File: src/window_distinct_counter_defines.svh
// Assertion macros shared by the window distinct counter RTL.
// No dependencies; included by the files that carry assertions.
`ifndef WINDOW_DISTINCT_COUNTER_DEFINES_SVH
`define WINDOW_DISTINCT_COUNTER_DEFINES_SVH

`ifndef ASSERT_OFF
// Property that must hold at every edge outside reset.
`define WDC_ASSERT(lbl, clk, rst_n, prop) \
    lbl: assert property (@(posedge clk) disable iff (!rst_n) (prop)) \
        else $error("window_distinct_counter: check failed");
// Same-cycle implication.
`define WDC_ASSERT_IMPL(lbl, clk, rst_n, ante, cons) \
    lbl: assert property (@(posedge clk) disable iff (!rst_n) (ante) |-> (cons)) \
        else $error("window_distinct_counter: implication failed");
// Next-cycle implication.
`define WDC_ASSERT_NEXT(lbl, clk, rst_n, ante, cons) \
    lbl: assert property (@(posedge clk) disable iff (!rst_n) (ante) |=> (cons)) \
        else $error("window_distinct_counter: sequence failed");
`else
`define WDC_ASSERT(lbl, clk, rst_n, prop)
`define WDC_ASSERT_IMPL(lbl, clk, rst_n, ante, cons)
`define WDC_ASSERT_NEXT(lbl, clk, rst_n, ante, cons)
`endif

`endif

File: src/wdc_pkg.sv
// Shared constants and types for the window distinct counter.
// No dependencies; imported by every module of the block.
package wdc_pkg;

    // Defaults of the top-level parameters.
    localparam int WINDOW_MAX_DEF = 64;
    localparam int VALUE_BITS_DEF = 8;

    // Fixed field widths.
    localparam int SAMPLE_W   = 8;
    localparam int CFG_W      = 7;
    localparam int CNT_W      = 7;
    localparam int DATA_OUT_W = 8;

    // Output queue geometry.
    localparam int OUT_DEPTH = 4;
    localparam int OUT_PTR_W = $clog2(OUT_DEPTH);
    localparam int OUT_CNT_W = $clog2(OUT_DEPTH + 1);

    // Control group from the pipeline to the count table.
    typedef struct packed {
        logic clear;
        logic wr_en;
    } t_tbl_ctrl;

endpackage

File: src/wdc_ring.sv
// History ring: the last WINDOW_MAX values, one write and one read port.
// Depends on wdc_pkg.
module wdc_ring
    import wdc_pkg::*;
#(
    parameter int WINDOW_MAX = WINDOW_MAX_DEF,
    parameter int VALUE_BITS = VALUE_BITS_DEF
) (
    input  logic                          i_clk,
    input  logic                          i_wr_en,
    input  logic [$clog2(WINDOW_MAX)-1:0] i_wr_addr,
    input  logic [VALUE_BITS-1:0]         i_wr_data,
    input  logic [$clog2(WINDOW_MAX)-1:0] i_rd_addr,
    output logic [VALUE_BITS-1:0]         o_rd_data
);

    logic [VALUE_BITS-1:0] r_mem [WINDOW_MAX];
    logic [VALUE_BITS-1:0] r_rd_data;

    // Read-first: a read of the slot being written returns the old value.
    always_ff @(posedge i_clk) begin
        if (i_wr_en) begin
            r_mem[i_wr_addr] <= i_wr_data;
        end
        r_rd_data <= r_mem[i_rd_addr];
    end

    assign o_rd_data = r_rd_data;

endmodule

File: src/wdc_count_mem.sv
// Occurrence count table: two read ports, one write port, per-entry valid bits.
// Depends on wdc_pkg.
module wdc_count_mem
    import wdc_pkg::*;
#(
    parameter int VALUE_BITS = VALUE_BITS_DEF
) (
    input  logic                  i_clk,
    input  logic                  i_rst_n,
    input  t_tbl_ctrl             i_ctrl,
    input  logic [VALUE_BITS-1:0] i_wr_addr,
    input  logic [CNT_W-1:0]      i_wr_data,
    input  logic [VALUE_BITS-1:0] i_rd_addr_a,
    input  logic [VALUE_BITS-1:0] i_rd_addr_b,
    output logic [CNT_W-1:0]      o_cnt_a,
    output logic [CNT_W-1:0]      o_cnt_b
);

    localparam int DEPTH = 1 << VALUE_BITS;

    logic [CNT_W-1:0] r_mem [DEPTH];
    logic [DEPTH-1:0] r_valid;
    logic [DEPTH-1:0] n_valid;
    logic [CNT_W-1:0] r_q_a;
    logic [CNT_W-1:0] r_q_b;
    logic             r_qv_a;
    logic             r_qv_b;

    // A clear wipes every entry at once; it also discards a write in the
    // same cycle, which always belongs to an earlier word.
    always_comb begin
        n_valid = r_valid;
        if (i_ctrl.clear) begin
            n_valid = '0;
        end else if (i_ctrl.wr_en) begin
            n_valid[i_wr_addr] = 1'b1;
        end
    end

    always_ff @(posedge i_clk) begin
        if (!i_rst_n) begin
            r_valid <= '0;
        end else begin
            r_valid <= n_valid;
        end
    end

    // Synchronous reads with write-through bypass, so a read issued in the
    // cycle of a write to the same entry sees the new count.
    always_ff @(posedge i_clk) begin
        if (i_ctrl.wr_en) begin
            r_mem[i_wr_addr] <= i_wr_data;
        end
        r_q_a  <= (i_ctrl.wr_en && (i_wr_addr == i_rd_addr_a)) ? i_wr_data
                                                               : r_mem[i_rd_addr_a];
        r_q_b  <= (i_ctrl.wr_en && (i_wr_addr == i_rd_addr_b)) ? i_wr_data
                                                               : r_mem[i_rd_addr_b];
        r_qv_a <= n_valid[i_rd_addr_a];
        r_qv_b <= n_valid[i_rd_addr_b];
    end

    // An entry that is not live reads as zero.
    assign o_cnt_a = r_qv_a ? r_q_a : '0;
    assign o_cnt_b = r_qv_b ? r_q_b : '0;

endmodule

File: src/wdc_out_fifo.sv
// Small result queue between the update pipeline and the output stream.
// Depends on wdc_pkg and the assertion macro header.
`include "window_distinct_counter_defines.svh"
module wdc_out_fifo
    import wdc_pkg::*;
(
    input  logic                 i_clk,
    input  logic                 i_rst_n,
    input  logic                 i_push,
    input  logic [CNT_W-1:0]     i_push_data,
    input  logic                 i_pop_ready,
    output logic                 o_valid,
    output logic [CNT_W-1:0]     o_data,
    output logic [OUT_CNT_W-1:0] o_count
);

    logic [CNT_W-1:0]     r_mem [OUT_DEPTH];
    logic [OUT_PTR_W-1:0] r_wr_ptr;
    logic [OUT_PTR_W-1:0] r_rd_ptr;
    logic [OUT_CNT_W-1:0] r_count;
    logic                 w_pop;

    assign o_valid = (r_count != '0);
    assign w_pop   = o_valid && i_pop_ready;

    // Pointers and fill count.
    always_ff @(posedge i_clk) begin
        if (!i_rst_n) begin
            r_wr_ptr <= '0;
            r_rd_ptr <= '0;
            r_count  <= '0;
        end else begin
            if (i_push) begin
                r_wr_ptr <= r_wr_ptr + 1'b1;
            end
            if (w_pop) begin
                r_rd_ptr <= r_rd_ptr + 1'b1;
            end
            if (i_push && !w_pop) begin
                r_count <= r_count + 1'b1;
            end else if (!i_push && w_pop) begin
                r_count <= r_count - 1'b1;
            end
        end
    end

    // Storage.
    always_ff @(posedge i_clk) begin
        if (i_push) begin
            r_mem[r_wr_ptr] <= i_push_data;
        end
    end

    assign o_data  = r_mem[r_rd_ptr];
    assign o_count = r_count;

    // The credit check upstream must never let the queue overflow.
    `WDC_ASSERT_IMPL(a_fifo_no_overflow, i_clk, i_rst_n, i_push && !w_pop, r_count != OUT_CNT_W'(OUT_DEPTH))

endmodule

File: src/window_distinct_counter.sv
// Top level of the sliding-window distinct value counter.
// Depends on wdc_pkg, wdc_ring, wdc_count_mem, wdc_out_fifo and the macro header.
//
//  Channel   Dir  Handshake              Content
//  s stream  in   i_s_tvalid/o_s_tready  tdata[7:0] sample_value, tuser start_sequence
//  m stream  out  o_m_tvalid/i_m_tready  tdata[6:0] distinct_count, tdata[7] zero
//  config    in   i_cfg_we               i_cfg_wdata window_size
//
// Words are never taken back to back: each one costs two writes to the
// single write port of the count table (the value leaving, then the value entering).
// An accepted word passes through stages 1, 2 and 3; its result enters the output queue from stage 3.
// Reset is synchronous; no clearing pass is needed, the count table has valid bits.
// A stalled output only holds the input off once the four-entry queue and the
// words in flight would fill it.
`include "window_distinct_counter_defines.svh"
module window_distinct_counter
    import wdc_pkg::*;
#(
    parameter int WINDOW_MAX = WINDOW_MAX_DEF,
    parameter int VALUE_BITS = VALUE_BITS_DEF
) (
    input  logic                  i_clk,
    input  logic                  i_rst_n,
    // Input stream.
    input  logic                  i_s_tvalid,
    output logic                  o_s_tready,
    input  logic [SAMPLE_W-1:0]   i_s_tdata,   // [7:0] sample_value
    input  logic                  i_s_tuser,   // [0] start_sequence
    // Output stream.
    output logic                  o_m_tvalid,
    input  logic                  i_m_tready,
    output logic [DATA_OUT_W-1:0] o_m_tdata,   // [6:0] distinct_count, [7] zero
    // Configuration.
    input  logic                  i_cfg_we,
    input  logic [CFG_W-1:0]      i_cfg_wdata
);

    localparam int PTR_W  = $clog2(WINDOW_MAX);
    localparam int SIZE_W = $clog2(WINDOW_MAX + 1);
    localparam int SUM_W  = SIZE_W + 1;

    // Sequence control state.
    logic [SIZE_W-1:0]     r_size;
    logic [PTR_W-1:0]      r_wp;
    logic [SIZE_W-1:0]     r_fill;
    logic [CNT_W-1:0]      r_total;
    logic [CNT_W-1:0]      n_total;

    // Stage 1: ring data arrives, table reads issued.
    logic                  r_s1_vld;
    logic [VALUE_BITS-1:0] r_s1_val;
    logic                  r_s1_start;
    logic                  r_s1_has_old;
    logic                  r_s1_emit;
    // Stage 2: leaving value written back.
    logic                  r_s2_vld;
    logic [VALUE_BITS-1:0] r_s2_val;
    logic [VALUE_BITS-1:0] r_s2_old;
    logic                  r_s2_has_old;
    logic                  r_s2_emit;
    // Stage 3: entering value written back, result pushed.
    logic                  r_s3_vld;
    logic [VALUE_BITS-1:0] r_s3_val;
    logic [CNT_W-1:0]      r_s3_base;
    logic                  r_s3_emit;

    logic                  w_accept;
    logic [VALUE_BITS-1:0] w_val;
    logic [PTR_W-1:0]      w_wp_base;
    logic [SIZE_W-1:0]     w_fill_base;
    logic                  w_has_old;
    logic [SIZE_W-1:0]     w_fill_next;
    logic [SUM_W-1:0]      w_pos_sum;
    logic [PTR_W-1:0]      w_old_pos;
    logic [VALUE_BITS-1:0] w_ring_q;
    logic [CNT_W-1:0]      w_cnt_a;
    logic [CNT_W-1:0]      w_cnt_b;
    logic [CNT_W-1:0]      w_cnt_a_dec;
    logic                  w_s2_wr;
    logic [CNT_W-1:0]      w_s3_cnt;
    logic [CNT_W-1:0]      w_total_s3;
    logic                  w_clear;
    t_tbl_ctrl             w_tbl_ctrl;
    logic [VALUE_BITS-1:0] w_tbl_wr_addr;
    logic [CNT_W-1:0]      w_tbl_wr_data;
    logic                  w_push;
    logic                  w_fifo_valid;
    logic [CNT_W-1:0]      w_fifo_data;
    logic [OUT_CNT_W-1:0]  w_fifo_count;
    logic [OUT_CNT_W:0]    w_committed;
    logic [31:0]           w_cfg_ext;
    logic [SIZE_W-1:0]     w_cfg_size;

    // Only the low VALUE_BITS bits of a sample index the table.
    generate
        if (VALUE_BITS <= SAMPLE_W) begin : g_val_trunc
            assign w_val = i_s_tdata[VALUE_BITS-1:0];
        end else begin : g_val_ext
            assign w_val = VALUE_BITS'(i_s_tdata);
        end
    endgenerate

    // Window size written by configuration, held within 1..WINDOW_MAX.
    assign w_cfg_ext  = 32'(i_cfg_wdata);
    assign w_cfg_size = (w_cfg_ext == 32'd0)              ? SIZE_W'(1) :
                        (w_cfg_ext > 32'(WINDOW_MAX))     ? SIZE_W'(WINDOW_MAX) :
                                                            SIZE_W'(w_cfg_ext);

    // Admission: words never back to back, and room in the result queue
    // for every word already in flight.
    assign w_committed = (OUT_CNT_W + 1)'(w_fifo_count) + (OUT_CNT_W + 1)'(r_s2_vld)
                       + (OUT_CNT_W + 1)'(r_s3_vld);
    assign o_s_tready  = !r_s1_vld && (w_committed < (OUT_CNT_W + 1)'(OUT_DEPTH));
    assign w_accept    = i_s_tvalid && o_s_tready;

    // Window bookkeeping at acceptance; a start flag restarts the sequence.
    assign w_wp_base   = i_s_tuser ? '0 : r_wp;
    assign w_fill_base = i_s_tuser ? '0 : r_fill;
    assign w_has_old   = (w_fill_base >= r_size);
    assign w_fill_next = w_has_old ? w_fill_base : w_fill_base + 1'b1;

    // Slot of the value leaving the window.
    assign w_pos_sum = SUM_W'(w_wp_base) + SUM_W'(WINDOW_MAX) - SUM_W'(r_size);
    assign w_old_pos = (w_pos_sum >= SUM_W'(WINDOW_MAX)) ?
                       PTR_W'(w_pos_sum - SUM_W'(WINDOW_MAX)) : PTR_W'(w_pos_sum);

    wdc_ring #(
        .WINDOW_MAX (WINDOW_MAX),
        .VALUE_BITS (VALUE_BITS)
    ) u_ring (
        .i_clk     (i_clk),
        .i_wr_en   (w_accept),
        .i_wr_addr (w_wp_base),
        .i_wr_data (w_val),
        .i_rd_addr (w_old_pos),
        .o_rd_data (w_ring_q)
    );

    // Table write port: stage 3 and stage 2 never fall in the same cycle.
    assign w_cnt_a_dec   = w_cnt_a - 1'b1;
    assign w_s2_wr       = r_s2_vld && r_s2_has_old && (w_cnt_a != '0);
    assign w_s3_cnt      = r_s3_base + 1'b1;
    assign w_clear       = (r_s1_vld && r_s1_start) || i_cfg_we;
    assign w_tbl_ctrl    = '{clear: w_clear, wr_en: w_s2_wr || r_s3_vld};
    assign w_tbl_wr_addr = r_s3_vld ? r_s3_val : r_s2_old;
    assign w_tbl_wr_data = r_s3_vld ? w_s3_cnt : w_cnt_a_dec;

    wdc_count_mem #(
        .VALUE_BITS (VALUE_BITS)
    ) u_count_mem (
        .i_clk       (i_clk),
        .i_rst_n     (i_rst_n),
        .i_ctrl      (w_tbl_ctrl),
        .i_wr_addr   (w_tbl_wr_addr),
        .i_wr_data   (w_tbl_wr_data),
        .i_rd_addr_a (w_ring_q),
        .i_rd_addr_b (r_s1_val),
        .o_cnt_a     (w_cnt_a),
        .o_cnt_b     (w_cnt_b)
    );

    // Distinct total: falls in stage 2, rises in stage 3, zeroed by a clear.
    assign w_total_s3 = (r_s3_vld && (w_s3_cnt == CNT_W'(1))) ? r_total + 1'b1 : r_total;

    always_comb begin
        n_total = w_total_s3;
        if (w_s2_wr && (w_cnt_a_dec == '0) && (r_total != '0)) begin
            n_total = r_total - 1'b1;
        end
        if (w_clear) begin
            n_total = '0;
        end
    end

    // Control registers.
    always_ff @(posedge i_clk) begin
        if (!i_rst_n) begin
            r_size   <= SIZE_W'(1);
            r_wp     <= '0;
            r_fill   <= '0;
            r_total  <= '0;
            r_s1_vld <= 1'b0;
            r_s2_vld <= 1'b0;
            r_s3_vld <= 1'b0;
        end else begin
            r_total  <= n_total;
            r_s1_vld <= w_accept;
            r_s2_vld <= r_s1_vld;
            r_s3_vld <= r_s2_vld;
            if (i_cfg_we) begin
                r_size <= w_cfg_size;
                r_wp   <= '0;
                r_fill <= '0;
            end else if (w_accept) begin
                r_wp   <= (w_wp_base == PTR_W'(WINDOW_MAX - 1)) ? '0 : w_wp_base + 1'b1;
                r_fill <= w_fill_next;
            end
        end
    end

    // Pipeline payload.
    always_ff @(posedge i_clk) begin
        r_s1_val     <= w_val;
        r_s1_start   <= i_s_tuser;
        r_s1_has_old <= w_has_old;
        r_s1_emit    <= (w_fill_next >= r_size);
        r_s2_val     <= r_s1_val;
        r_s2_old     <= w_ring_q;
        r_s2_has_old <= r_s1_has_old;
        r_s2_emit    <= r_s1_emit;
        r_s3_val     <= r_s2_val;
        // Entering value equal to the leaving one sees the fresh decrement.
        r_s3_base    <= (w_s2_wr && (r_s2_old == r_s2_val)) ? w_cnt_a_dec : w_cnt_b;
        r_s3_emit    <= r_s2_emit;
    end

    assign w_push = r_s3_vld && r_s3_emit;

    wdc_out_fifo u_out_fifo (
        .i_clk       (i_clk),
        .i_rst_n     (i_rst_n),
        .i_push      (w_push),
        .i_push_data (w_total_s3),
        .i_pop_ready (i_m_tready),
        .o_valid     (w_fifo_valid),
        .o_data      (w_fifo_data),
        .o_count     (w_fifo_count)
    );

    assign o_m_tvalid = w_fifo_valid;
    assign o_m_tdata  = DATA_OUT_W'(w_fifo_data);

    // The two table updates of neighbouring words must never collide.
    `WDC_ASSERT(a_single_tbl_write, i_clk, i_rst_n, !(w_s2_wr && r_s3_vld))
    // Acceptance drops the input ready, so words never arrive back to back.
    `WDC_ASSERT_NEXT(a_accept_spacing, i_clk, i_rst_n, w_accept, !o_s_tready)
    // The distinct total can never exceed the window it describes.
    `WDC_ASSERT(a_total_bounded, i_clk, i_rst_n, 32'(r_total) <= 32'(r_size))
    // A result always counts at least the value that just entered.
    `WDC_ASSERT_IMPL(a_result_nonzero, i_clk, i_rst_n, w_push, w_total_s3 != '0)

endmodule

File: config.mk
export PLATFORM = sky130hd
export DESIGN_NAME = window_distinct_counter
export DESIGN_NICKNAME = d
export VERILOG_FILES = /design/src/wdc_pkg.sv /design/src/wdc_ring.sv /design/src/wdc_count_mem.sv /design/src/wdc_out_fifo.sv /design/src/window_distinct_counter.sv
export VERILOG_INCLUDE_DIRS = /design/src /design/src/src
export SDC_FILE = /design/constraint.sdc
export NUM_CORES = 2
export LEC_CHECK = 0
export BUFFER_PORTS_ARGS = -buffer_cell sky130_fd_sc_hd__clkbuf_2
export CORE_MARGIN = 2
export CORE_UTILIZATION = 55
export CTS_CLUSTER_SIZE = 14
export DETAILED_ROUTE_END_ITERATION = 12
export HOLD_SLACK_MARGIN = 0.12
export PLACE_DENSITY = 0.77
export SYNTH_ARGS = -nofsm -noshare
export SYNTH_HDL_FRONTEND = slang
export SYNTH_SLANG_ARGS = --single-unit
export TNS_END_PERCENT = 1
File: constraint.sdc
create_clock -name i_clk -period 20.2 [get_ports i_clk]
set_clock_uncertainty 0.05 [all_clocks]
set_input_delay 1.01 -clock i_clk [delete_from_list [all_inputs] [get_ports i_clk]]
set_output_delay 1.01 -clock i_clk [all_outputs]
set_load 0.05 [all_outputs]
Yosys cells after proc, flatten, opt, wreduce, memory -nomap -nowiden:

Memory sizes are Yosys's and may differ from the RTL's. A register that Yosys moved wholly into a read port is not among the register bits.
Index checks and enable logic that the tools add are counted.

* logic and storage cells: 115
* RAM bits: 2332
* memories: 3
* bits in read-only memories: 0
* bits in latches: 0
* flip-flop bits (word level): 340
* input port bits: 21
* output and inout port bits: 10

Memory list
* u_count_mem.r_mem: depth 256, bits a word 7, read ports 2, clocked after Yosys merged registers in 2, write ports 1, line wdc_count_mem.sv:21 `logic [CNT_W-1:0] r_mem [DEPTH];`
* u_ring.r_mem: depth 64, bits a word 8, read ports 1, clocked after Yosys merged registers in 1, write ports 1, line wdc_ring.sv:17 `logic [VALUE_BITS-1:0] r_mem [WINDOW_MAX];`
* u_out_fifo.r_mem: depth 4, bits a word 7, read ports 1, clocked after Yosys merged registers in 1, write ports 1, line wdc_out_fifo.sv:17 `logic [CNT_W-1:0] r_mem [OUT_DEPTH];`

* divide/modulo/power cells: 0
* equal/unequal tests: 3
* add/subtract/negate cells: 15
* multipliers: 0
* reduce and logical (&&, ||, !) cells: 27
* shift operators: 0
* bitwise operators: 2
* magnitude comparators: 9
* muxes and demuxes: 32

Operators with widths (number)
* $mux W256: 2
* $or A256 B256 Y256: 1
* $mux W7: 10
* $logic_not A32 Y1: 1
* $lt A8 B9 Y1 const B: 3
* $add A7 B1 Y7 const B: 3
* $mux W6: 3
* $bmux W1 S8: 2
* $ge A7 B7 Y1: 2
* $logic_and A1 B1 Y1: 14
* $reduce_bool A7 Y1: 2
* $sub A7 B1 Y7 const B: 2
* $mux W1: 9
* $add A6 B7 Y8 const B: 1
* $demux W1 S8: 1
* $eq A8 B8 Y1: 1
* $ge A8 B1 Y1 const B: 1
* $ge A8 B7 Y1 const B: 1
* $mux W8: 1
* $sub A8 B7 Y8: 1
* $eq A7 B1 Y1 const B: 1
* $gt A7 B7 Y1 const B: 1
* $logic_not A7 Y1: 1
* $add A6 B1 Y6 const B: 1
* other kinds (16): 23

Longest topological paths before layout:

* depth after elaboration: 10
* gate-level depth with buffers: 28
* depth with buffers taken out: 22

Hierarchy:

A second synthesis with hierarchy kept.

* cell total of the unflattened synthesis: 6949
* area total of the unflattened synthesis: 123761.2 µm²

By module, submodules not included
* wdc_count_mem: area each 98094.1 µm², cells each 5486, sequential area each 59296.9 µm², instances 1
* wdc_ring: area each 20166.8 µm², cells each 940, sequential area each 15534.9 µm², instances 1
* window_distinct_counter: area each 4022.6 µm², cells each 444, sequential area each 1501.4 µm², instances 1
* wdc_out_fifo: area each 1477.7 µm², cells each 79, sequential area each 1021.0 µm², instances 1

Least setup slack after synthesis:

OpenSTA, ideal clock, no wires.

* kind: register -> register
* start point: reg, netlist name r_s2_old[2]
* end point: mem u_count_mem.r_mem[0][1], data pin
* stages on the path, launching flop included: 16
* data required time: 17.963 ns
* buffers on the path: 8
* clock period less this slack: 15.955 ns
* arrival: 13.718 ns
* path slack: 4.245 ns
* library setup time: 2.187 ns
* cell sequence: dfxtp_1 -> buf_2 -> buf_6 -> buf_4 -> buf_2 -> buf_4 -> buf_2 -> buf_2 -> buf_2 -> mux4_2 -> mux4_2 -> mux4_2 -> nand2_1 -> ha_1 -> inv_1 -> o21ai_0

RTL lines (line)
* end: declaration: wdc_count_mem.sv:21

Worst setup path after layout:

* start point: reg r_s2_old[0]
* end point: reg u_count_mem.r_qv_a

* cells in the longest elaborated chain, start to end: 10
* elaborated cells on any way between the ends: 11
* those cells by class: 2 x order compare; 7 x mux; 1 x bitwise; 1 x reduce/logical

RTL lines
* start: declaration: line window_distinct_counter.sv:58 `logic [VALUE_BITS-1:0] r_s2_old;`
* start signal: assignment: line window_distinct_counter.sv:208 `r_s2_old <= w_ring_q;`
* $mux W8 (*): line window_distinct_counter.sv:145 `assign w_tbl_wr_addr = r_s3_vld ? r_s3_val : r_s2_old;`
* $lt A8 B9 Y1 (implied by the code) / $ge A8 B1 Y1 (equally long branches): line wdc_count_mem.sv:36 `n_valid[i_wr_addr] = 1'b1;`
* $logic_and A1 B1 Y1 (implied by the code): line wdc_count_mem.sv:36
* $mux W1 (implied by the code): line wdc_count_mem.sv:36
* $demux W1 S8 (*)
* $or A256 B256 Y256 (no source line) (*)
* $mux W256 (*): line wdc_count_mem.sv:35 `end else if (i_ctrl.wr_en) begin`
* $mux W256 (*): line wdc_count_mem.sv:33 `if (i_ctrl.clear) begin`
* $bmux W1 S8 (*): line wdc_count_mem.sv:58 `r_qv_a <= n_valid[i_rd_addr_a];`
* $mux W1 (implied by the code) (*): line wdc_count_mem.sv:58
* end signal: assignment: line wdc_count_mem.sv:58
* end: declaration: line wdc_count_mem.sv:26 `logic r_qv_a;`

Every way passes the cells marked *; elsewhere a longest branch is shown, timed or not. The select of a mux whose other input is x is not followed.
A chain may end at the register's enable or synchronous reset.

==> results.txt <==
first-pass GRT wire length - 600,400 um
CTS H-tree depth - 5
DR pass1 iterations - 9
Initial Util - 55.40%
CTS buffer count - 295
Synth top area share - 56.75%
hold_buf cts - 0
pin count of the biggest net entering global routing - 153
Register Area - 0.07709 sq mm
Yosys cell types - 105
Pins Over Slew Limit - 16
Reg2Reg Depth - 21
GRT overflow - 0
CP Cell Sequence - buf_4 > buf_4 > buf_4 > mux4_2 > mux4_2 > mux4_2 > mux4_2 > and2_1 > inv_2 > ha_1 > nor4b_2 > buf_4 > nor2_1 > or2_4 > nand2_1 > nor2_1 > or3_1 > a21oi_1 > a221oi_1 > o311ai_1 > o32ai_1
Yosys reg bits - 2,682
worst slew pin tran - 1.597 ns
Final min period - 10.71 ns
dpl hpwl - 272,000 um
max-cap violations - 3
Crit. End Element - flop
Post-CTS Setup Bufs - 0
fin crit share - 53.04%
layout cells sized above 1 - 28.15%
count leader, synth - edfxtp_1
Die Area - 0.2282 sq mm
via/cell ratio - 7.548
Post-synth top flop - edfxtp_1
CP max stage cell - nand2_1
startpoint types - flop
critical path class - flop to flop
PortBufs - 29
# setup viols final - 0
total core area - 0.2227 sq mm
syn avg cell area - 17.35 sq um
largest area contributor in the synthesized netlist - edfxtp_1
initial antenna violation count - 47
Hold Crit Depth - 0
top cells by area, synth - edfxtp_1 57%, mux4_2 22%, dfxtp_1 5.7%, nor2_1 2.4%, mux2i_1 1.7%
area of the multi-input gates - 0.04399 sq mm
vias in the first global route - 76,350
Worst VDD drop - 0.2749 mV
commonest cells in the netlist - 2,332 x edfxtp_1, 1,232 x mux4_2, 794 x nor2_1, 350 x dfxtp_1, 294 x clkbuf_1
Leak - 42.75 nW
TNS Setup - 0 ns
cell count along the critical path - 21
Vias - 78,170
post_cts resized - 0
worst-skew pair later-pin latency - 0.99 ns
synth-to-layout area growth - 10.55%
Worst Hold Class - flop to flop
yosys warns - 0
asr flop ratio synth - 0%
Pwr Density - 156.4 mW/mm^2
Worst-path clk slew - 0.06 ns
Post-Route WL - 428,700 um
status - complete, but fails checks
drt drc - 0
CP max FO - 44
R2R setup slack - 9.49 ns
Max-Slew Margin vs Limit - -6.854%
Worst path max stage delay - 1.16 ns
register area share after synthesis - 62.42%
Die W - 477.7 um
Avg WL per Cell - 41.40 um
critical path buffer and inverter count - 5
net count after synthesis - 7,169
Crit path arrival time - 11.46 ns
FP Rows - 173
RSZ-0062 raised after global routing - no
Routed Antenna Nets - 0
DRT iter0 DRCs - 13,040
Root Driver - clkbuf_16
Post-synth EDFFs - 2,332
GR Util All Layers - 37.53%
Tot Pwr - 21.34 mW
fillcell total - 15,370
Clock Sinks - 2,682
GPL Wtd Cong - 1.069
Mapped Cells - 7,112
Die Y-Extent - 477.7 um
CTS tree - done
Top Ports - 31
Cell Area, Synth - 0.1234 sq mm
cell family with most CP delay - simple AND/OR/NAND/NOR gates
final count of hold timing violations - 0
worst path required time - 20.95 ns
FMAX - 93.34 MHz
Final Net Count - 7,200
Bufs on Longest Clock Path - 4
violated checks - capacitance limit, slew limit
## worst register-to-register path, stage by stage (launching register included)
cell and delay (ns):
dfxtp_4 0.76, buf_4 0.69, buf_4 0.88, buf_4 0.77
mux4_2 0.61, mux4_2 0.48, mux4_2 0.53, mux4_2 0.55
and2_1 0.26, inv_2 0.09, ha_1 0.26, nor4b_2 0.24
buf_4 0.25, nor2_1 0.17, or2_4 0.50, nand2_1 1.20
nor2_1 0.60, or3_1 0.48, a21oi_1 0.14, a221oi_1 0.11
o311ai_1 0.75, o32ai_1 0.15
## cells in the final DEF (no fill, tap or decap), types with 18 or more instances in the layout
cell type	Yosys	final
edfxtp_1	2332	2332
mux4_2	1232	1232
nor2_1	794	784
dfxtp_1	350	332
clkbuf_16	0	299
buf_4	40	224
nand2_1	220	219
mux2i_1	214	210
a21oi_1	136	130
a22oi_1	109	109
o21ai_0	94	92
a31oi_1	91	91
nor3_1	70	70
nand3_1	58	58
inv_1	54	54
and2_1	55	54
clkinv_2	0	51
clkbuf_1	294	50
clkinv_1	2	45
a211oi_1	46	43
nor2b_1	44	41
o22ai_1	34	34
ha_1	34	33
nand2b_1	30	30
clkbuf_2	0	29
xnor2_1	28	26
and3_1	24	24
or3_1	24	24
a311oi_1	24	24
bufinv_16	0	24
o21ba_2	23	23
clkinvlp_4	0	22
o211ai_1	21	21
o21bai_1	21	21
mux2_2	20	20
xor2_1	20	19
o21a_1	19	19
o221ai_1	19	19
a21o_1	19	18
nand4_1	18	18
## state kept, by name, summed over array words and instances (netlist names), 8 cells and up, named ones only
| signal | flops |
|---|---|
| u_count_mem.r_valid | 256 |
| r_s2_val | 8 |
| u_out_fifo.r_mem | 28 |
| r_s1_val | 8 |
| u_count_mem.r_mem | 1792 |
| u_ring.r_mem | 512 |
| r_s3_val | 8 |
| u_ring.o_rd_data | 8 |
| r_s2_old | 8 |
## final timing paths
check                                             endpoint                start
worst min register to register           r_s3_emit$_DFF_P_    r_s2_emit$_DFF_P_
worst max register to register  u_count_mem.r_qv_a$_DFF_P_  r_s2_old[0]$_DFF_P_
worst min-delay path                     r_s3_emit$_DFF_P_    r_s2_emit$_DFF_P_
worst max-delay path            u_count_mem.r_qv_a$_DFF_P_  r_s2_old[0]$_DFF_P_
## logic make-up (layout without fill, tap and decap cells)
family	after synthesis	after routing	share of synthesized area, %
muxes	1467	1467	24.41
and+or+nand+nor	1400	1400	4.988
AOI/OAI and AO/OA	889	889	5.266
other	1	18	0.003039
adders and majority gates	36	36	0.3772
xor gates and xnor gates	48	48	0.3407
DFF	2682	2682	62.42
buffers and inverters	589	841	2.190
## metrics by stage
| stage | util, % | hold WS [ns] | std cells | cell area [sq um] | setup slack [ns] |
|---|---|---|---|---|---|
| after global placement | 57.01 | 0.2722 | 9817 | 127000 | 9.897 |
| after detailed placement | 57.03 | 0.2675 | 9820 | 127000 | 9.763 |
| after CTS | 61.22 | 0.2844 | 10340 | 136400 | 9.670 |
| after global routing | 61.23 | 0.2911 | 10340 | 136400 | 9.005 |
| final | 61.25 | 0.2844 | 10360 | 136400 | 9.486 |
| after floorplan | - | 0.2596 | 7112 | 123400 | 4.245 |
## cell type report
| class | count | area share (%) |
|---|---|---|
| Sequential cell | 2682 | 56.51 |
| Multi-Input combinational cell | 3841 | 32.25 |
| Clock buffer | 364 | 5.773 |
| Tap cell | 2975 | 2.729 |
| Timing Repair Buffer | 264 | 1.482 |
| Clock inverter | 154 | 1.068 |
| Inverter | 59 | 0.1623 |
| Antenna cell | 17 | 0.03118 |
## where the power goes
part | internal (mW) | switching [mW]
combinational | 1.86 | 5.39
sequential | 8.59 | 0.172
clock | 3.08 | 2.25
total | 13.5 | 7.81
## metal layers
layer  track usage, %  wire length (um)  up-vias
met5                0               338        -
met4            20.31             28610       54
met3            12.04             57100     1362
met2            55.00            190600     6710
met1            50.32            152100    40500
li1                 -                 -    29540
Note: power is estimated with default switching activity, not from simulation.
